<file path="src/rtl/core/jvs_pkg.sv">
// joystick velocity shaping: shared constants, config register codes, types
// and the restoring divider step used by the divider pipelines
// no dependencies
`timescale 1ns / 1ps
package jvs_pkg;

  localparam int FULL_SCALE = 32767;
  localparam int AXIS_W     = 16;
  localparam int MAG_W      = 15;
  localparam int NUM_AXES   = 3;
  localparam int LANES      = 3;
  localparam int DIV_STEPS  = MAG_W;
  localparam int DEN_W      = 32;
  localparam int TAG_W      = 20;
  localparam int IDX_W      = 3;

  typedef enum logic [IDX_W-1:0] {
    CFG_FWD_MAX  = 3'd0,
    CFG_TURN_MAX = 3'd1,
    CFG_FWD_DZ   = 3'd2,
    CFG_TURN_DZ  = 3'd3,
    CFG_STR_DZ   = 3'd4,
    CFG_REV_MASK = 3'd5
  } cfg_reg_e;

  typedef struct packed {
    logic [MAG_W-1:0]    fwd_max;
    logic [MAG_W-1:0]    turn_max;
    logic [MAG_W-1:0]    fwd_dz;
    logic [MAG_W-1:0]    turn_dz;
    logic [MAG_W-1:0]    str_dz;
    logic [NUM_AXES-1:0] rev_mask;
  } cfg_t;

  typedef struct packed {
    logic [DEN_W-1:0] rem;
    logic [MAG_W-1:0] low;
    logic [DEN_W-1:0] den;
    logic [MAG_W-1:0] quo;
  } div_lane_t;

  // one quotient bit; rem stays below den
  function automatic div_lane_t div_step(div_lane_t l);
    logic [DEN_W:0] t;
    logic [DEN_W:0] diff;
    logic           qbit;
    div_lane_t      r;
    t    = {l.rem, l.low[MAG_W-1]};
    diff = t - {1'b0, l.den};
    qbit = (t >= {1'b0, l.den});
    r     = l;
    r.rem = qbit ? diff[DEN_W-1:0] : t[DEN_W-1:0];
    r.low = {l.low[MAG_W-2:0], 1'b0};
    r.quo = {l.quo[MAG_W-2:0], qbit};
    return r;
  endfunction

endpackage

</file>
<file path="src/rtl/core/jvs_cfg_regs.sv">
// configuration register bank for joystick velocity shaping
// depends on jvs_pkg
`timescale 1ns / 1ps
module jvs_cfg_regs import jvs_pkg::*; (
  input  logic             clk_i,
  input  logic             rst_ni,
  input  logic             cfg_valid_i,
  output logic             cfg_ready_o,
  input  logic [IDX_W-1:0] cfg_index_i,
  input  logic [MAG_W-1:0] cfg_data_i,
  output cfg_t             cfg_o
);

  cfg_t cfg_q, cfg_d;

  assign cfg_ready_o = 1'b1;
  assign cfg_o       = cfg_q;

  always_comb begin
    cfg_d = cfg_q;
    if (cfg_valid_i) begin
      unique case (cfg_index_i)
        CFG_FWD_MAX:  cfg_d.fwd_max  = cfg_data_i;
        CFG_TURN_MAX: cfg_d.turn_max = cfg_data_i;
        CFG_FWD_DZ:   cfg_d.fwd_dz   = cfg_data_i;
        CFG_TURN_DZ:  cfg_d.turn_dz  = cfg_data_i;
        CFG_STR_DZ:   cfg_d.str_dz   = cfg_data_i;
        CFG_REV_MASK: cfg_d.rev_mask = cfg_data_i[NUM_AXES-1:0];
        default: ;
      endcase
    end
  end

  always_ff @(posedge clk_i or negedge rst_ni) begin
    if (!rst_ni) begin
      cfg_q.fwd_max  <= MAG_W'(32767);
      cfg_q.turn_max <= MAG_W'(6553);
      cfg_q.fwd_dz   <= MAG_W'(983);
      cfg_q.turn_dz  <= MAG_W'(983);
      cfg_q.str_dz   <= MAG_W'(1311);
      cfg_q.rev_mask <= '1;
    end else begin
      cfg_q <= cfg_d;
    end
  end

endmodule

</file>
<file path="config.mk">
export PLATFORM = sky130hd
export DESIGN_NAME = jvs_cfg_regs
export DESIGN_NICKNAME = d
export VERILOG_FILES = /design/src/rtl/core/jvs_pkg.sv /design/src/rtl/core/jvs_cfg_regs.sv
export SDC_FILE = /design/constraint.sdc
export NUM_CORES = 1
export LEC_CHECK = 0
export ABC_AREA = 1
export BUFFER_PORTS_ARGS = -buffer_cell sky130_fd_sc_hd__buf_4
export CORE_AREA = 5 5 96 98
export DETAILED_ROUTE_END_ITERATION = 8
export DIE_AREA = 0 0 101 103
export PLACE_DENSITY = 0.71
export SLEW_MARGIN = 15
export SYNTH_ARGS = -nofsm -noshare
export SYNTH_HDL_FRONTEND = slang
export SYNTH_SLANG_ARGS = --single-unit
</file>
<file path="constraint.sdc">
create_clock -name clk_i -period 0.8 [get_ports clk_i]
set_input_delay 0.08 -clock clk_i [delete_from_list [all_inputs] [get_ports clk_i]]
set_output_delay 0.08 -clock clk_i [all_outputs]
set_load 0.02 [all_outputs]
</file>
==> run_results.csv <==
group,metric,value,unit
synthesis,synth_nets,374,
floorplanning,dieWidth,101,µm
synthesis,synth.top_cell.area_share,39.44,%
layout,layout.nets,527,
clocking,clkLatencyLatePin,0.34,ns
setup_path,cpPeakStageDelay,0.56,ns
floorplanning,die_y,103,µm
sta,final.setup_skew,0,ns
synthesis,biggest_area_consumer_among_synthesized_cells,"sky130_fd_sc_hd__dfstp_2",
grt,grt_remaining_overflow,0,
power,power.density_cell_area,2570,nW/µm²
clocking,cts_tree,"yes",
power,power.total,13.21,mW
setup_path,critical_path.slowest_cell,"sky130_fd_sc_hd__dfstp_2",
clocking,numCtsBuffers,9,
placed_design,dp_hpwl,6511,µm
synthesis,post_synth_main_area_contributors,"sky130_fd_sc_hd__dfstp_2 39%, sky130_fd_sc_hd__dfrtp_1 23%, sky130_fd_sc_hd__nand2_1 21%",
power,vdd.ir_drop.worst,1115,µV
setup_path,worst_path_dominant_cell_family,"flip-flops",
layout,number_of_inserted_diodes,0,
synthesis,yosysUniqueCellTypes,16,
sta,setup_repair_after_global_routing_missed_its_margin,"yes",
setup_path,cp.buffers_inverters,1,
setup_path,worstSetupPathType,"reg2out",
synthesis,synth_warnings,0,
placed_design,gp_congestion,0.8010,
floorplanning,initial_utilization,38.16,%
synthesis,synth.yosys.seq_area_share,62.91,%
sta,finalCritPeriodShare,136.7,%
setup_path,worst_setup_path_start_kind,"flip-flop",
setup_path,path_cells,"buf_6",
floorplanning,placement_rows,34,
grt,grt_pass1_wl,15610,µm
route,vias_after_detailed_routing,2915,
outcome,status,"finished with violations",
route,detail-route-antenna-nets,0,
route,drcViolationCount,0,
route,firstDrtPassIters,6,
sta,timing.setup.tns,-18.31,ns
grt,maximum_number_of_pins_on_one_net_before_global_route_repair,42,
sta,slew_violations,0,
sta,final.hold.worst_slack,0.01740,ns
sta,setup_viol,90,
synthesis,postSynthAreaPerCell,9.060,µm²
setup_path,crit_path_max_fanout,2,
layout,flip_flop_count_of_the_largest_register_after_layout,78,
synthesis,syn-cell-area,3198,µm²
power,static-leakage-power,2.613,nW
setup_path,timing.critical_path.required,0.72,ns
synthesis,ys_seq_elements,78,
layout,layout-area-overhead-vs-synth,60.80,%
route,drt_iter0_markers,121,
grt,first_global_vias,3140,
setup_path,timing.critical_path.arrival,1.01,ns
outcome,violations,"negative setup slack",
placed_design,place_ws,-0.1642,ns
floorplanning,floorplan.die_area,10400,µm²
hold_path,worst_hold_path_type,"in2reg",
clocking,cts_max_level,3,
run,drv_cap,0,
sta,layout_min_cycle_time,1.094,ns
sta,final_ws_setup,-0.2936,ns
grt,number_of_antenna_violations_at_the_first_check_in_global_routing,0,
route,routed_via_density,4.709,
synthesis,post_synth_inst_count,353,
clocking,clock-sinks,78,
floorplanning,num_io_pins,100,
clocking,path_clk_slew,0.08,ns
setup_path,end_kind,"output pin",
route,wire_per_inst,15.68,µm
clocking,ctsRootBufferMaster,"sky130_fd_sc_hd__clkbuf_8",
floorplanning,core_region_area,8381,µm²
layout,drive_above_1_share,46.18,%
sta,achievable-frequency,0.9144,GHz
grt,gr-usage-all-layers,19.42,%
clocking,cts-root-to-sink-buffers,2,
placed_design,io_buffers,98,
route,routed_wl,9708,µm
sta,final_hold_vio_count,0,
layer usage:
metal / track usage (%) / vias to the layer above / wire length (µm)
li1: - / 1415 / -
met1: 24.68 / 1405 / 4012
met2: 33.16 / 91 / 5014
met3: 4.871 / 4 / 650
met4: 5.317 / 0 / 30
met5: 0 / - / 0
worst paths after layout:
path	slack, ns	end	depth (start not counted)	start
hold reg to reg	0.47	cfg_o[11]	2	cfg_o[11]
min in group asynchronous	0.25	cfg_o[23]	3	rst_ni
hold / removal	0.02	cfg_o[75]	3	cfg_data_i[12]
setup / recovery	-0.29	cfg_o[72]	1	cfg_o[72]
max in group asynchronous	0.27	cfg_o[67]	3	rst_ni
setup reg to reg	-0.03	cfg_o[66]	3	cfg_o[66]
metrics by stage:
step,std cells,utilization (%),area [µm²]
floorplan,353,-,3201
global placement,563,50.66,4245
detailed placement,563,50.66,4245
CTS,610,59.87,5017
global route,619,61.36,5142
finish,619,61.36,5142
what timing repair did:
| action | CTS | global route |
|---|---|---|
| hold endpoints to repair | 95 | 0 |
| hold buffers | 13 | 0 |
| endpoints found under the setup margin | 78 | 89 |
| pin swaps | 1 | 10 |
| gates cloned | 0 | 0 |
| setup buffers | 18 | 12 |
| resized for setup | 78 | 19 |
where the power goes:
part,leakage [nW],internal [mW],total (mW),switching [mW]
clock network,0.106,1.75,3.17,1.42
registers,0.880,5.03,5.62,0.594
logic,1.63,2.26,4.42,2.16
cell usage after synthesis (all sizes together):
cell	number
buf	16
clkbuf	2
clkinv	1
conb	1
dfrtp	30
dfstp	48
inv	5
nand2	184
nand3	60
nor2	6
area by class of cell:
cell class                 instances  area [µm²]
multi-input combinational        251        1097
clock buffer                      10       127.6
timing repair buffer             160        1662
fill                             715        3238
inverter                           6       22.52
sequential                        78        2012
clock inverter                     6       86.33
tap                              108       135.1
worst min-delay path: stages:
cell,delay (ns)
sky130_fd_sc_hd__buf_4,0.15
sky130_fd_sc_hd__nand3_1,0.08
sky130_fd_sc_hd__nand2_1,0.04
cells by family after synthesis:
group                  Yosys count  synth area share, %
AND/OR/NAND/NOR                250                33.02
other                            1               0.1173
flip-flops                      78                62.91
buffers and inverters           24                3.951
cell usage in the layout, fill, tap and decap left out, types with 9 or more instances in the layout:
cell                            netlist  layout
sky130_fd_sc_hd__clkbuf_8             0       9
sky130_fd_sc_hd__buf_4                4      54
sky130_fd_sc_hd__nand2_2              4      16
sky130_fd_sc_hd__dfstp_2             48      48
sky130_fd_sc_hd__buf_12               0       9
sky130_fd_sc_hd__buf_6                1      84
sky130_fd_sc_hd__nand2_1            180     167
sky130_fd_sc_hd__dfrtp_1             30      30
sky130_fd_sc_hd__dlygate4sd3_1        0      13
sky130_fd_sc_hd__nand3_1             60      60
No activity file was read; power rests on OpenSTA's default activity.
